[src/rtl/sfscm_pkg.sv]
// ---------------------------------------------------------------------------
// sfscm_pkg
// Types and codes shared by the sparse fuzzy subset column match block.
// ---------------------------------------------------------------------------
`timescale 1ns / 1ps
`default_nettype none

package sfscm_pkg;

  localparam int unsigned ROW_INDEX_W = 16;
  localparam int unsigned GRADE_W     = 16;
  localparam int unsigned COLUMN_W    = 24;

  // Input operation codes.
  localparam logic [1:0] OP_QUERY_ENTRY = 2'd0;
  localparam logic [1:0] OP_CAND_ENTRY  = 2'd1;
  localparam logic [1:0] OP_EMPTY_COL   = 2'd2;
  localparam logic [1:0] OP_EMPTY_QUERY = 2'd3;

  // Command kinds passed from the front to the back.
  localparam logic [1:0] CMD_QUERY     = 2'd0;
  localparam logic [1:0] CMD_CAND      = 2'd1;
  localparam logic [1:0] CMD_EMPTY_COL = 2'd2;
  localparam logic [1:0] CMD_CLEAR     = 2'd3;

  typedef struct packed {
    logic [1:0]             operation;
    logic [ROW_INDEX_W-1:0] row_index;
    logic [GRADE_W-1:0]     grade;
    logic                   last;
  } sfscm_in_t;

  typedef struct packed {
    logic [COLUMN_W-1:0] column_index;
    logic                match;
    logic                query_overflow;
  } sfscm_out_t;

  typedef struct packed {
    logic [1:0]             kind;
    logic                   start;
    logic                   last;
    logic [ROW_INDEX_W-1:0] row_index;
    logic [GRADE_W-1:0]     grade;
  } sfscm_cmd_t;

endpackage

`default_nettype wire

[src/rtl/sfscm_front.sv]
// ---------------------------------------------------------------------------
// sfscm_front
// Classifies incoming items, drops candidate and empty-column items during a
// query load and marks the query entry that starts a new load.
// ---------------------------------------------------------------------------
`timescale 1ns / 1ps
`default_nettype none

module sfscm_front
  import sfscm_pkg::*;
(
  input  wire logic       clk,
  input  wire logic       rst,
  input  wire logic       push,
  input  wire sfscm_in_t  item,
  input  wire logic       queue_full,
  output logic            cmd_push,
  output sfscm_cmd_t      cmd
);

  logic query_complete;
  logic query_complete_next;
  logic accept;
  logic keep;

  assign accept = push && !queue_full;

  always_comb begin
    keep = 1'b1;
    query_complete_next = query_complete;
    cmd.kind      = CMD_CLEAR;
    cmd.start     = query_complete;
    cmd.last      = item.last;
    cmd.row_index = item.row_index;
    cmd.grade     = item.grade;
    case (item.operation)
      OP_QUERY_ENTRY: begin
        cmd.kind = CMD_QUERY;
        query_complete_next = item.last;
      end
      OP_CAND_ENTRY: begin
        cmd.kind = CMD_CAND;
        keep = query_complete;
      end
      OP_EMPTY_COL: begin
        cmd.kind = CMD_EMPTY_COL;
        keep = query_complete;
      end
      OP_EMPTY_QUERY: begin
        cmd.kind = CMD_CLEAR;
        query_complete_next = 1'b1;
      end
      default: begin
        keep = 1'b0;
      end
    endcase
  end

  assign cmd_push = accept && keep;

  always_ff @(posedge clk) begin
    if (rst) begin
      query_complete <= 1'b1;
    end else if (accept) begin
      query_complete <= query_complete_next;
    end
  end

endmodule

`default_nettype wire

[config.mk]
export PLATFORM = sky130hd
export DESIGN_NAME = sfscm_front
export DESIGN_NICKNAME = d
export VERILOG_FILES = /design/src/rtl/sfscm_pkg.sv /design/src/rtl/sfscm_front.sv
export SDC_FILE = /design/constraint.sdc
export NUM_CORES = 1
export LEC_CHECK = 0
export BUFFER_PORTS_ARGS = -buffer_cell sky130_fd_sc_hd__buf_4
export CELL_PAD_IN_SITES_DETAIL_PLACEMENT = 1
export CELL_PAD_IN_SITES_GLOBAL_PLACEMENT = 1
export CORE_ASPECT_RATIO = 0.5
export CORE_MARGIN = 10
export CORE_UTILIZATION = 12
export CTS_CLUSTER_SIZE = 30
export DETAILED_ROUTE_END_ITERATION = 10
export PLACE_DENSITY = 0.76
export REMOVE_ABC_BUFFERS = 1
export SLEW_MARGIN = 10
export SYNTH_ARGS = -nofsm -noshare
export SYNTH_HDL_FRONTEND = slang
export SYNTH_SLANG_ARGS = --single-unit
[constraint.sdc]
create_clock -name clk -period 0.95 [get_ports clk]
set_input_delay 0.19 -clock clk [delete_from_list [all_inputs] [get_ports clk]]
set_output_delay 0.19 -clock clk [all_outputs]
set_load 0.02 [all_outputs]
==> results of run 1 <==
-- worst max path at each step --
stage	startpoint	endpoint	slack, ns
after floorplan	item[33]	cmd_push	-0.43
after global placement	item[33]	cmd_push	-0.34
after detailed placement	item[33]	cmd_push	-0.34
after CTS	item[34]	cmd_push	-0.22
after global routing	item[34]	cmd_push	-0.25
final	item[34]	cmd_push	-0.19
-- layer usage --
layer / global-route usage (%) / routed length, um / part of all wire (%) / vias to the layer above
met3: 6.92 / 438 / 25 / 0
li1: - / - / - / 88
met4: 0 / 0 / 0 / 0
met2: 4.98 / 634 / 36 / 34
met5: 0 / 0 / 0 / -
met1: 6.70 / 702 / 40 / 123
-- worst max-delay path, stage by stage --
cell and delay (ns):
buf_8 0.10, inv_6 0.05, ha_4 0.19, nor2b_4 0.12, nor3b_2 0.14, buf_4 0.16
-- kinds of logic after synthesis --
logic type	Yosys count
simple gates	8
fa+ha+maj	4
flops	1
buf+inv	36
mux	1
-- power groups by stage --
stage	registers, W	clock network (W)	logic (W)
finish	0.0000458	0	0.000167
global route	0.0000458	0	0.000179
CTS	0.0000458	0	0.000157
detailed placement	0.0000451	0	0.000114
global placement	0.0000451	0	0.000111
floorplan	0.0000471	0	0.0000385
-- cell usage after synthesis --
library cell / instances
inv_1: 2
nor3b_2: 1
dfxtp_1: 1
buf_4: 34
nor2b_1: 1
nor3_1: 1
mux2i_1: 1
ha_1: 4
nor3b_1: 1
or2_2: 1
nor2_1: 3
-- cells in the final DEF, fill, tap and decap left out, types with 2 or more instances in the layout --
| cell | n |
|---|---|
| buf_6 | 5 |
| buf_4 | 11 |
| buf_8 | 2 |
| ha_4 | 3 |
| nor3b_2 | 2 |
-- repair_timing --
action,CTS,global route
gates resized for setup,22,5
hold endpoints to repair,0,0
setup endpoints to repair,4,4
hold buffers,0,0
pin swaps,6,1
buffers inserted,1,0
-- stage by stage --
stage	util (%)	total power, W	TNS, ns	cell area (um^2)	worst slack, ns
floorplan	-	0.0000857	-0.435	136	-0.427
global placement	10.2	0.000156	-1.18	314	-0.337
detailed placement	10.2	0.000159	-1.23	314	-0.341
CTS	13.6	0.000203	-0.749	417	-0.225
global route	14.1	0.000225	-0.818	433	-0.246
finish	14.1	0.000213	-0.675	433	-0.193
-- final cells by class --
type	instances	area, um^2
well taps	40	50.0
multi-input cells	13	179
flip-flops and latches	1	20.0
fillers	344	2630
repair buffers	18	169
inverters	2	15.0
==> run metrics, run 1 <==
Worst Max-Slew Pin Slew 0.126 ns; Compound-Gate Fraction of Synth Area 0%; end of the worst register-to-register path query_complete; Clk pwr share 0%; post-synthesis mux area share 2.56%; top post-synthesis cells by area buf_4 65%, ha_1 13%, dfxtp_1 5.1%, nor3b_2 3.2%, nor2_1 2.9%; fin crit period 1.14 ns; Via density 3.31; failing checks negative setup slack; P_leak 0.173 nW; Final #Nets 79; number of global-route vias before repair 295; Routability Congestion 0.589; max reg flops 1; largest net degree at the start of global routing 3; post-synth top area share 65.2%; WL final 1.77 mm; most flop-heavy register query_complete; Routed Antenna Nets 0; Worst Hold Slack 0.380 ns; total track usage 5.28%; vias 245; Placed Cells incl. Taps 73; Layout area overhead 10.5%; status finished with violations; combinational share of power 78.5%; DRT Pass-1 Iters 2; HP Start item[10]; Synth Area in Adders 12.8%; Psw 0.0000700 W; final setup vio count 4; row count 14; first-pass GRT wire length 2.19 mm; largest family of logic cells by synthesized area buffers and inverters; Die Height 60.4 um; Worst R2R Start query_complete; Avg WL per Cell 24.0 um; IO buf count 11; layout cells sized above 1 91.2%; Critical Path Fanout Max 2; Mapped Avg Cell Area 7.83 um^2; Yosys reg bits 1; Die W 101 um; XOR/XNOR share of the synthesized area 0%; WHS Endpoint cmd[9]; biggest regs query_complete (1); CP endpoint kind output pin; Clock Skew 0 ns; crit share post-route 120%; GRT overflow 0; Final Worst Setup Slack -0.193 ns; Antenna Diode Count 0; Clock Latency Late Sink 0 ns; Post-Synth Simple-Gate Area 12.5%; Hold Fails Final Rpt 0; DRC Markers 0; worst hold path type in -> out; post-synthesis sequential area ratio 5.11%; antenna violations before repair 0; initial core utilization 12.8%; Worst setup SP type primary input; Reg2Reg Depth 3; dpl hpwl 1.44 mm; initial DRC count 1; Synth area leader buf_4; RSZ-0062 raised after global routing true; non-filler instance count after layout 74; Arr. time, crit path 0.95 ns; Post-Synthesis Cells 50; Final Max Slew Viols 0; worst ir drop on vdd 0.0956 mV; Crit Path Class in -> out; hold depth 0; io pins 76; Yosys warning total 0; WP data required 0.76 ns; part of the power in registers 21.5%; core area 0.00307 mm^2; Yosys cell types 11; Max-slew headroom 91.4%; max-cap violations 0; sw frac 32.9%; flop-to-flop setup slack 0.21 ns; Max Clock Freq 0.875 GHz; power per cell area 492 mW/mm^2; Pint 0.000143 W; die area 0.00609 mm^2; Synth Cell Area 392 um^2
Power figures use the tool's default switching activity.
==> run 2: changes to the inputs <==
Settings changed: ABC_AREA from default to 1.
==> run 2 against run 1 <==
The flow still finishes with violations (negative setup slack). Synthesized area grew 3.5%. Power up 6.0%. Clock skew did not move. Register-to-register slack better by 0.19 ns. Cell area is 1.4% lower. Sequential power rose by 3%. Critical path type unchanged. Critical endpoint is now cmd[35]. Largest power group unchanged.
==> run metrics, run 2 <==
DRT Pass-1 Iters 2 (unchanged); Placed Cells incl. Taps 78 (+6.8%); Worst setup SP type primary input; Setup TNS -0.275 ns (+0.400 ns); DRC Markers 0 (unchanged); antenna violations before repair 0 (unchanged); Commonest cells post-synth 34 x buf_4, 8 x inv_1, 4 x ha_1, 4 x nand2_1, 3 x nand3_1; Async SR Flop Fraction 0% (unchanged); Final Worst Setup Slack -0.0935 ns (+0.0999 ns); Reg2Reg Depth 2 (-1); Avg WL per Cell 23.8 um (-0.57%); Pint 0.000142 W (-0.33%); GRT overflow 0 (unchanged); fin crit period 1.04 ns (-0.0999 ns); status finished with violations; Worst Max-Slew Pin Slew 0.112 ns (-0.0142 ns); Critical Path Fanout Max 3 (+1); Routed Antenna Nets 0 (unchanged); CP endpoint kind output pin; max reg flops 1 (unchanged); Die W 102 um (+1.4%); most frequent cells in the layout 8 x buf_4, 5 x inv_1, 5 x buf_6; Hold Fails Final Rpt 0 (unchanged); Worst setup startpoint item[34]; Layout area overhead 5.25%; Max-slew headroom 92.5% (+1.2 points); layout cells sized above 1 71.8% (-19 points); dpl hpwl 1.55 mm (+7.6%); Synth Cell Area 405 um^2 (+3.5%); Final #Nets 84 (+6.3%); largest net degree at the start of global routing 4 (+1); P_leak 0.196 nW (+13%); number of global-route vias before repair 295 (unchanged); dpl cell area 305 um^2 (-2.8%); Max Clock Freq 0.958 GHz (+9.6%); post-synth top area share 63.0% (-2.2 points); final setup vio count 3 (-1); IO buf count 11 (unchanged); first-pass GRT wire length 2.35 mm (+7.3%); vias 255 (+4.1%); die area 0.00624 mm^2 (+2.6%); row count 14 (unchanged); power per cell area 529 mW/mm^2 (+7.5%); Yosys cell types 9 (-2); count leader, synth buf_4; Die Height 61.1 um (+1.2%); worst ir drop on vdd 0.110 mV (+15%); Via density 3.23 (-2.5%); Post-synth EDFFs 0 (unchanged); Arr. time, crit path 0.85 ns (-0.10 ns); WL final 1.88 mm (+6.1%); WP data required 0.76 ns (about the same); top post-synthesis cells by area buf_4 63%, ha_1 12%, inv_1 7.4%, dfxtp_1 4.9%, nand3_1 3.7%; Setup WS pre-CTS -0.255 ns (+0.0861 ns); failing checks negative setup slack; worst hold path type in -> out; Mapped Avg Cell Area 6.99 um^2 (-11%); Routability Congestion 0.592 (+0.39%); RSZ-0062 raised after global routing true; commonest non-fill, non-tap cell in the layout buf_4; part of the power in registers 21.0% (-0.5 points); end of the worst register-to-register path query_complete; Clock Skew 0 ns (unchanged); core area 0.00312 mm^2 (+1.7%); Synth area leader buf_4; hold depth 0 (unchanged); Psw 0.0000832 W (+19%); final instance area 427 um^2 (-1.4%); non-filler instance count after layout 79 (+6.8%); Antenna Diode Count 0 (unchanged); sw frac 36.9% (+4.0 points); HP Start item[10]; total track usage 5.61% (+0.33 points); Clk pwr share 0% (unchanged); Worst R2R Start query_complete; initial DRC count 24 (+23); Post-Synthesis Cells 58 (+16%); initial core utilization 13.0% (+0.23 points); final core occ 13.7% (-0.44 points); ys flop type dfxtp_1; most flop-heavy register query_complete; Yosys reg bits 1 (unchanged); max-cap violations 0 (unchanged); crit share post-route 110% (-11 points); Yosys warning total 0 (unchanged); flop-to-flop setup slack 0.40 ns (+0.19 ns); post-synthesis sequential area ratio 4.94% (-0.17 points); Crit Path Class in -> out; WHS Endpoint cmd[9]; io pins 76 (unchanged); combinational share of power 79.0% (+0.5 points); Final Max Slew Viols 0 (unchanged); Clock Latency Late Sink 0 ns (unchanged); biggest regs query_complete (1)
-- run 2: cell type report --
type	instances	area (um^2)
fill	373	2690
tap	40	50.0
inverter	8	40.0
multi-input combinational	15	160
timing repair buffer	15	156
sequential	1	20.0
-- run 2: cell families after synthesis --
family | synth area share, %
adder cells (fa/ha/maj) | 12.3
buffers and inverters | 70.4
flip-flops | 4.94
AND/OR/NAND/NOR | 12.3
-- run 2: per-layer routing --
| layer | wire, um | share of wire (%) | vias up | GRT usage (%) |
|---|---|---|---|---|
| li1 | - | - | 98 | - |
| met1 | 679 | 36 | 125 | 6.34 |
| met2 | 701 | 37 | 32 | 5.81 |
| met3 | 503 | 27 | 0 | 8.04 |
| met4 | 0 | 0 | 0 | 0 |
| met5 | 0 | 0 | - | 0 |
-- run 2: power groups by stage --
| stage | sequential, W | clock [W] | combinational (W) |
|---|---|---|---|
| after floorplan | 0.0000506 | 0 | 0.0000460 |
| after global placement | 0.0000474 | 0 | 0.000114 |
| after detailed placement | 0.0000475 | 0 | 0.000120 |
| after CTS | 0.0000475 | 0 | 0.000168 |
| after global routing | 0.0000478 | 0 | 0.000193 |
| final | 0.0000474 | 0 | 0.000178 |
-- run 2: what timing repair did --
item	in CTS	in global routing
pin swaps	6	3
buffers inserted	1	0
hold buffers	0	0
resized for setup	23	6
hold endpoints to repair	0	0
setup endpoints to repair	4	4
-- run 2: critical path, cell delays in order --
cell and delay, ns:
buf_12 0.11, ha_4 0.16, buf_6 0.11, nor2_2 0.09, nor2_1 0.04, buf_4 0.15
-- run 2: worst max-delay path by stage --
stage / to / slack [ns] / cells after the start
6_report: cmd[35] / -0.09 / 6
5_1_grt: cmd[35] / -0.13 / 6
4_1_cts: cmd[35] / -0.10 / 7
3_5_place_dp: cmd_push / -0.25 / 7
3_3_place_gp: cmd_push / -0.21 / 7
2_1_floorplan: cmd_push / -0.04 / 5
-- run 2: through the flow --
step | total power, W | hold slack [ns]
final | 0.000226 | 0.380
after global routing | 0.000241 | 0.380
after CTS | 0.000215 | 0.380
after detailed placement | 0.000167 | 0.380
after global placement | 0.000162 | 0.380
after floorplan | 0.0000966 | 0.298
