--- src/rtl/sfscm_pkg.sv ---
// ---------------------------------------------------------------------------
// sfscm_pkg
// Types and codes shared by the sparse fuzzy subset column match block.
// ---------------------------------------------------------------------------
`timescale 1ns / 1ps
`default_nettype none

package sfscm_pkg;

  localparam int unsigned ROW_INDEX_W = 16;
  localparam int unsigned GRADE_W     = 16;
  localparam int unsigned COLUMN_W    = 24;

  // Input operation codes.
  localparam logic [1:0] OP_QUERY_ENTRY = 2'd0;
  localparam logic [1:0] OP_CAND_ENTRY  = 2'd1;
  localparam logic [1:0] OP_EMPTY_COL   = 2'd2;
  localparam logic [1:0] OP_EMPTY_QUERY = 2'd3;

  // Command kinds passed from the front to the back.
  localparam logic [1:0] CMD_QUERY     = 2'd0;
  localparam logic [1:0] CMD_CAND      = 2'd1;
  localparam logic [1:0] CMD_EMPTY_COL = 2'd2;
  localparam logic [1:0] CMD_CLEAR     = 2'd3;

  typedef struct packed {
    logic [1:0]             operation;
    logic [ROW_INDEX_W-1:0] row_index;
    logic [GRADE_W-1:0]     grade;
    logic                   last;
  } sfscm_in_t;

  typedef struct packed {
    logic [COLUMN_W-1:0] column_index;
    logic                match;
    logic                query_overflow;
  } sfscm_out_t;

  typedef struct packed {
    logic [1:0]             kind;
    logic                   start;
    logic                   last;
    logic [ROW_INDEX_W-1:0] row_index;
    logic [GRADE_W-1:0]     grade;
  } sfscm_cmd_t;

endpackage

`default_nettype wire

--- src/rtl/sfscm_cmd_queue.sv ---
// ---------------------------------------------------------------------------
// sfscm_cmd_queue
// Two-entry command queue between the front and the back.
// ---------------------------------------------------------------------------
`timescale 1ns / 1ps
`default_nettype none

module sfscm_cmd_queue
  import sfscm_pkg::*;
(
  input  wire logic        clk,
  input  wire logic        rst,
  input  wire logic        wr_en,
  input  wire sfscm_cmd_t  wr_data,
  output logic             full,
  output logic             rd_valid,
  output sfscm_cmd_t       rd_data,
  input  wire logic        rd_en
);

  sfscm_cmd_t slots [2];
  logic       wr_sel;
  logic       rd_sel;
  logic [1:0] count;
  logic       do_wr;
  logic       do_rd;

  assign full     = (count == 2'd2);
  assign rd_valid = (count != 2'd0);
  assign rd_data  = slots[rd_sel];
  assign do_wr    = wr_en && !full;
  assign do_rd    = rd_en && rd_valid;

  always_ff @(posedge clk) begin
    if (do_wr) begin
      slots[wr_sel] <= wr_data;
    end
  end

  always_ff @(posedge clk) begin
    if (rst) begin
      wr_sel <= 1'b0;
      rd_sel <= 1'b0;
      count  <= 2'd0;
    end else begin
      if (do_wr) begin
        wr_sel <= ~wr_sel;
      end
      if (do_rd) begin
        rd_sel <= ~rd_sel;
      end
      if (do_wr && !do_rd) begin
        count <= count + 2'd1;
      end else if (do_rd && !do_wr) begin
        count <= count - 2'd1;
      end
    end
  end

endmodule

`default_nettype wire

--- config.mk ---
export PLATFORM = sky130hd
export DESIGN_NAME = sfscm_cmd_queue
export DESIGN_NICKNAME = d
export VERILOG_FILES = /design/src/rtl/sfscm_pkg.sv /design/src/rtl/sfscm_cmd_queue.sv
export SDC_FILE = /design/constraint.sdc
export NUM_CORES = 1
export LEC_CHECK = 0
export ABC_AREA = 1
export BUFFER_PORTS_ARGS = -buffer_cell sky130_fd_sc_hd__buf_2
export CELL_PAD_IN_SITES_DETAIL_PLACEMENT = 1
export CELL_PAD_IN_SITES_GLOBAL_PLACEMENT = 1
export CORE_UTILIZATION = 35
export DETAILED_ROUTE_END_ITERATION = 7
export HOLD_SLACK_MARGIN = 0.03
export PLACE_DENSITY = 0.63
export RECOVER_POWER = 50
export REMOVE_ABC_BUFFERS = 1
export SLEW_MARGIN = 20
export SYNTH_ARGS = -nofsm -noshare
export SYNTH_HDL_FRONTEND = slang
export SYNTH_SLANG_ARGS = --single-unit
--- constraint.sdc ---
create_clock -name clk -period 3.9 [get_ports clk]
set_clock_uncertainty 0.15 [all_clocks]
set_input_delay 0.78 -clock clk [delete_from_list [all_inputs] [get_ports clk]]
set_output_delay 0.78 -clock clk [all_outputs]
set_load 0.1 [all_outputs]
==> impl_metrics.py, run 1 <==
metrics = {
    "run_status": {
        "status": "finished with violations",
        "violations": "max-capacitance violations, max-slew violations",
    },
    "synth": {
        "yosysTopAreaCell": "edfxtp_1",
        "netlist_instances": 149,
        "yosysWarnings": 0,
        "synth_seq_cells": 77,
        "synth.area.top_cells": "edfxtp_1 72%, mux2_4 15%, dfxtp_1 3.3%",
        "yosys.area.top_type_share_pct": 72.2,
        "postSynthAreaPerCell_sq_um": 20.1,
        "netlist_area_sq_um": 3000,
        "synth_cell_type_count": 15,
        "seq_area_frac_synth_pct": 75.5,
    },
    "global_route": {
        "grt_usage_pct": 12.2,
        "grt_overflow": 0,
        "grt_antenna_before_repair": 0,
        "grt_pass1_wl_mm": 7.85,
        "first_global_vias": 1634,
        "grt_max_degree": 37,
    },
    "setup_path": {
        "cp.required_ns": 2.97,
        "start_kind": "register",
        "crit_fanout": 31,
        "worstSetupEndpointType": "output port",
        "critPathKind": "reg -> out",
        "arrival_ns": 1.99,
    },
    "clock_network": {
        "cts_post_setup_buffers_inserted": 0,
        "cts_sinks": 77,
        "clockBufferDepth": 2,
        "worst_skew_pair.late_latency_ns": 0.33,
        "cts_resized": 0,
        "cts_hold_repair.buffers": 0,
        "cts_max_level": 3,
        "clk_pin_slew_ns": 0.07,
        "cts-root-buf": "clkbuf_8",
        "numCtsBuffers": 9,
        "cts_tree": "done",
    },
    "sta": {
        "setup_viol": 0,
        "hold_viol_final": 0,
        "tns_ns": 0,
        "slew_headroom_pct": -19.9,
        "fin_ws_ns": 0.979,
        "drv_slew": 19,
        "worst_pin_slew_ns": 1.79,
        "post-route-period-util_pct": 74.9,
        "fmax_mhz": 342,
        "rsz0062_at_grt": "false",
        "finalCriticalPeriod_ns": 2.92,
    },
    "power": {
        "p_sw_uw": 1430,
        "p_int_uw": 1710,
        "power_leakage_uw": 0.00143,
        "power.density_nw_per_um2": 850,
        "clkPwrFrac_pct": 20.5,
        "p_comb_share_pct": 44.9,
        "seqPwrFrac_pct": 34.6,
        "sw_frac_of_total_pct": 45.6,
        "ir_worst_vdd_mv": 0.558,
    },
    "floorplanning": {
        "placeableCoreArea_sq_um": 8260,
        "rows": 33,
        "die_w_um": 94.5,
        "dieArea_sq_um": 8930,
        "start_util_pct": 36.3,
        "boundaryPins": 78,
        "die_y_um": 94.5,
    },
    "cells_and_area": {
        "final_core_util_pct": 44.7,
        "nets": 277,
        "final_area_sq_um": 3690,
        "fill_cells": 839,
        "area_growth_pct": 23.3,
        "n_antenna_cell": 0,
        "layout_commonest_cell": "edfxtp_1",
        "drive_gt1_share_pct": 46.9,
        "final_cell_mix": "72 x edfxtp_1, 58 x buf_2, 30 x mux2_4",
        "stdcell_count": 346,
    },
    "drt": {
        "final_antenna_net_count": 0,
        "first_pass_iters": 4,
        "route.detailed.wl_per_inst_um": 14.7,
        "routed_wl_mm": 5.10,
        "dr_total_vias": 1536,
        "drt_iter0_drc": 44,
        "drc": 0,
        "viasPerCell": 4.44,
    },
    "flow_run": {
        "cap_violations": 1,
    },
    "placed_design": {
        "finalWeightedCongestion": 0.671,
        "portBuffers": 77,
        "dpl.cell_count": 328,
        "dp_slack_ns": 1.31,
        "hpwl_mm": 3.30,
        "dpl_cell_area_sq_um": 3460,
    },
    "hold_path": {
        "min_path_type": "reg -> reg",
    },
}
[routing by layer]
layer | part of all wire, % | GRT usage (%)
met1 | 43 | 13.8
met2 | 48 | 20.7
met3 | 7.0 | 4.91
met4 | 1.4 | 4.55
met5 | 0 | 0
[cell usage after synthesis]
cell and number:
mux2_4 30, nand4_1 1, a21oi_1 2, buf_12 3, buf_6 1, mux2_2 6, inv_1 8, ha_1 1
nor2_1 8, o21ai_0 2, edfxtp_1 72, nand2_1 7, nand3_1 2, o21ai_2 1, dfxtp_1 5
[state kept, by name, summed over array words and instances (netlist names), named ones only]
name and flops:
count 2, slots 72, rd_sel 1, wr_sel 1
[power by group through the flow]
stage	Sequential (uW)	Clock, uW	Combinational, uW
after CTS	1090	667	1410
after global placement	1100	0	1400
after detailed placement	1110	0	1410
final	1090	643	1410
after global routing	1100	699	1470
after floorplan	1130	0	1190
[metrics by stage]
stage	power, uW	hold WS, ns
finish	3140	0.359
global route	3270	0.387
CTS	3170	0.367
detailed placement	2520	0.349
global placement	2500	0.333
floorplan	2320	0.315
[cell type report]
cell class / count / area (sq um) / area share [%]
tap: 105 / 131 / 3.56
clock buffer: 10 / 128 / 3.46
sequential: 77 / 2260 / 61.3
timing repair buffer: 80 / 424 / 11.5
multi-input combinational: 60 / 628 / 17.0
inverter: 8 / 30.0 / 0.813
clock inverter: 6 / 87.6 / 2.37
[critical path: stages, from the launching register on]
cell and delay (ns):
dfxtp_2 0.44, buf_4 0.50, mux2_4 0.26, buf_2 0.42
[path summary, 6_finish.rpt]
path | start | end | slack (ns) | depth (start not counted)
max reg2reg | count[1] | slots[1][6] | 1.24 | 4
max | register | rd_data[17] | 0.98 | 3
min | rd_sel | rd_sel | 0.36 | 2
min reg2reg | rd_sel | rd_sel | 0.36 | 2
[logic make-up (layout without fill, tap and decap cells)]
| logic type | Yosys count | in the layout | synth area share, % |
|---|---|---|---|
| mux | 36 | 36 | 17.3 |
| fa+ha+maj | 1 | 1 | 0.418 |
| flops | 77 | 77 | 75.5 |
| buf+inv | 12 | 104 | 3.38 |
| simple gates | 18 | 18 | 2.42 |
| compound gates | 5 | 5 | 0.961 |
Power figures use the tool's default switching activity.
==> run 2, diff against run 1 <==
==> constraint.sdc (replaced) <==
create_clock -name clk -period 2.8 [get_ports clk]
set_clock_uncertainty 0.15 [all_clocks]
set_input_delay 0.56 -clock clk [delete_from_list [all_inputs] [get_ports clk]]
set_output_delay 0.56 -clock clk [all_outputs]
set_load 0.1 [all_outputs]
==> run 2 against run 1 <==
Compared with the run above: the run now ends clean; worst setup slack worse by 0.57 ns; cell area is 1.5% lower; first-iteration DRC count is 11% higher; combinational power is 40% higher; register-to-register slack worse by 0.79 ns; die area stayed put; critical path type unchanged; critical endpoint is now rd_data[32]; largest power group unchanged.
==> impl_metrics.py, run 2 (synthesized netlist as in run 1, its figures left out) <==
metrics = {
    "clock_network": {
        "cts_post_setup_buffers_inserted": 0,
        "worst_skew_pair.late_latency_ns": 0.34,
        "cts_max_level": 3,
        "cts_hold_repair.buffers": 0,
        "clk_pin_slew_ns": 0.08,
        "clockBufferDepth": 2,
        "cts_resized": 0,
        "cts_sinks": 77,
        "cts_tree": "done",
        "numCtsBuffers": 9,
        "cts-root-buf": "clkbuf_8",
    },
    "sta": {
        "drv_slew": 0,
        "fmax_mhz": 418,
        "hold_slack_ns": 0.259,
        "tns_ns": 0,
        "hold_viol_final": 0,
        "rsz0062_at_grt": "false",
        "slew_headroom_pct": 16.5,
        "worst_pin_slew_ns": 1.25,
        "post-route-period-util_pct": 85.5,
        "setup_viol": 0,
        "finalCriticalPeriod_ns": 2.39,
    },
    "cells_and_area": {
        "largestRegisters": "slots (72), count (2)",
        "largest_register": "slots",
        "area_growth_pct": 21.4,
        "final_core_util_pct": 44.0,
        "nets": 278,
        "layout_commonest_cell": "edfxtp_1",
        "final_area_sq_um": 3640,
        "largest_reg_flops": 72,
        "final_cell_mix": "72 x edfxtp_1, 50 x buf_2, 30 x mux2_4",
        "drive_gt1_share_pct": 43.4,
        "n_antenna_cell": 0,
    },
    "power": {
        "p_comb_share_pct": 46.1,
        "power_leakage_uw": 0.00139,
        "p_int_uw": 2270,
        "p_sw_uw": 1990,
        "power.density_nw_per_um2": 1170,
        "clkPwrFrac_pct": 18.7,
        "sw_frac_of_total_pct": 46.7,
        "seqPwrFrac_pct": 35.3,
        "ir_worst_vdd_mv": 0.605,
        "total_power_uw": 4270,
    },
    "floorplanning": {
        "rows": 33,
        "boundaryPins": 78,
        "die_y_um": 94.5,
        "placeableCoreArea_sq_um": 8260,
        "die_w_um": 94.5,
        "start_util_pct": 36.3,
        "dieArea_sq_um": 8930,
    },
    "setup_path": {
        "r2r-end": "slots[0][35]",
        "reg2reg_depth": 4,
        "max_stage_delay_ns": 0.38,
        "cp.required_ns": 2.09,
        "crit_fanout": 21,
        "worstSetupEndpointType": "output port",
        "critPathKind": "reg -> out",
        "critical_path.slowest_cell": "mux2_2",
        "path_cells": "buf_4 > mux2_2 > buf_2",
        "arrival_ns": 1.68,
        "r2r_slack_ns": 0.45,
        "start_kind": "register",
        "r2r_start": "count[1]",
    },
    "global_route": {
        "grt_pass1_wl_mm": 7.99,
        "grt_overflow": 0,
        "grt_usage_pct": 12.6,
        "first_global_vias": 1624,
        "grt_max_degree": 32,
        "grt_antenna_before_repair": 0,
    },
    "hold_path": {
        "min_path_type": "in -> reg",
        "whs_endpoint": "slots[1][21]",
        "hp-start": "wr_data[21]",
        "whs_path_depth": 1,
    },
    "drt": {
        "drc": 0,
        "routed_wl_mm": 5.25,
        "first_pass_iters": 6,
        "final_antenna_net_count": 0,
        "route.detailed.wl_per_inst_um": 15.1,
        "drt_iter0_drc": 49,
        "dr_total_vias": 1525,
        "viasPerCell": 4.39,
    },
    "placed_design": {
        "finalWeightedCongestion": 0.655,
        "hpwl_mm": 3.58,
        "portBuffers": 77,
        "dpl_cell_area_sq_um": 3510,
    },
    "run_status": {
        "status": "complete, no violations",
    },
    "flow_run": {
        "cap_violations": 0,
    },
}
-- run 2: changes by cell type in the layout (fill, tap and decap cells not counted), sizes merged --
cell | previous run | this run
clkbuf | 29 | 37
bufinv | 2 | 1
clkinvlp | 0 | 1
buf | 61 | 54
-- run 2: routing by layer --
layer	up-vias	GRT usage [%]	share of wire, %
met5	-	0	0
met4	0	7.20	1.5
met3	5	3.78	6.2
met2	52	21.2	48
met1	734	14.3	44
li1	734	-	-
-- run 2: worst max-delay path by stage --
stage          slack [ns]      from            to
6_report             0.41  register   rd_data[32]
4_1_cts              0.37  register   rd_data[32]
2_1_floorplan       -0.08  register   rd_data[27]
5_1_grt              0.22  count[1]  slots[0][24]
3_5_place_dp         0.75  register   rd_data[32]
3_3_place_gp         0.75  register   rd_data[32]
-- run 2: layout make-up --
| type | instances | area, sq um |
|---|---|---|
| timing repair buffer | 81 | 392 |
| multi-input combinational | 60 | 628 |
| clock inverter | 6 | 63.8 |
| sequential | 77 | 2260 |
| tap | 105 | 131 |
| clock buffer | 10 | 128 |
| inverter | 8 | 30.0 |
| fill | 851 | 4620 |
-- run 2: worst max-delay path, delay by kind of cell, from the launching register on --
| family | cells | cell delay [ns] |
|---|---|---|
| buf+inv | 2 | 0.64 |
| mux | 1 | 0.38 |
| flops | 1 | 0.33 |
-- run 2: through the flow --
| stage | worst slack [ns] | std cells |
|---|---|---|
| floorplan | -0.0763 | 145 |
| global placement | 0.750 | 331 |
| detailed placement | 0.748 | 331 |
| CTS | 0.370 | 347 |
| global route | 0.221 | 347 |
| finish | 0.406 | 347 |
-- run 2: power by group through the flow --
stage / clock, uW / sequential [uW] / combinational [uW]
final: 797 / 1510 / 1970
after global routing: 877 / 1520 / 2050
after CTS: 835 / 1510 / 2010
after detailed placement: 0 / 1530 / 2010
after global placement: 0 / 1520 / 2000
after floorplan: 0 / 1580 / 1660
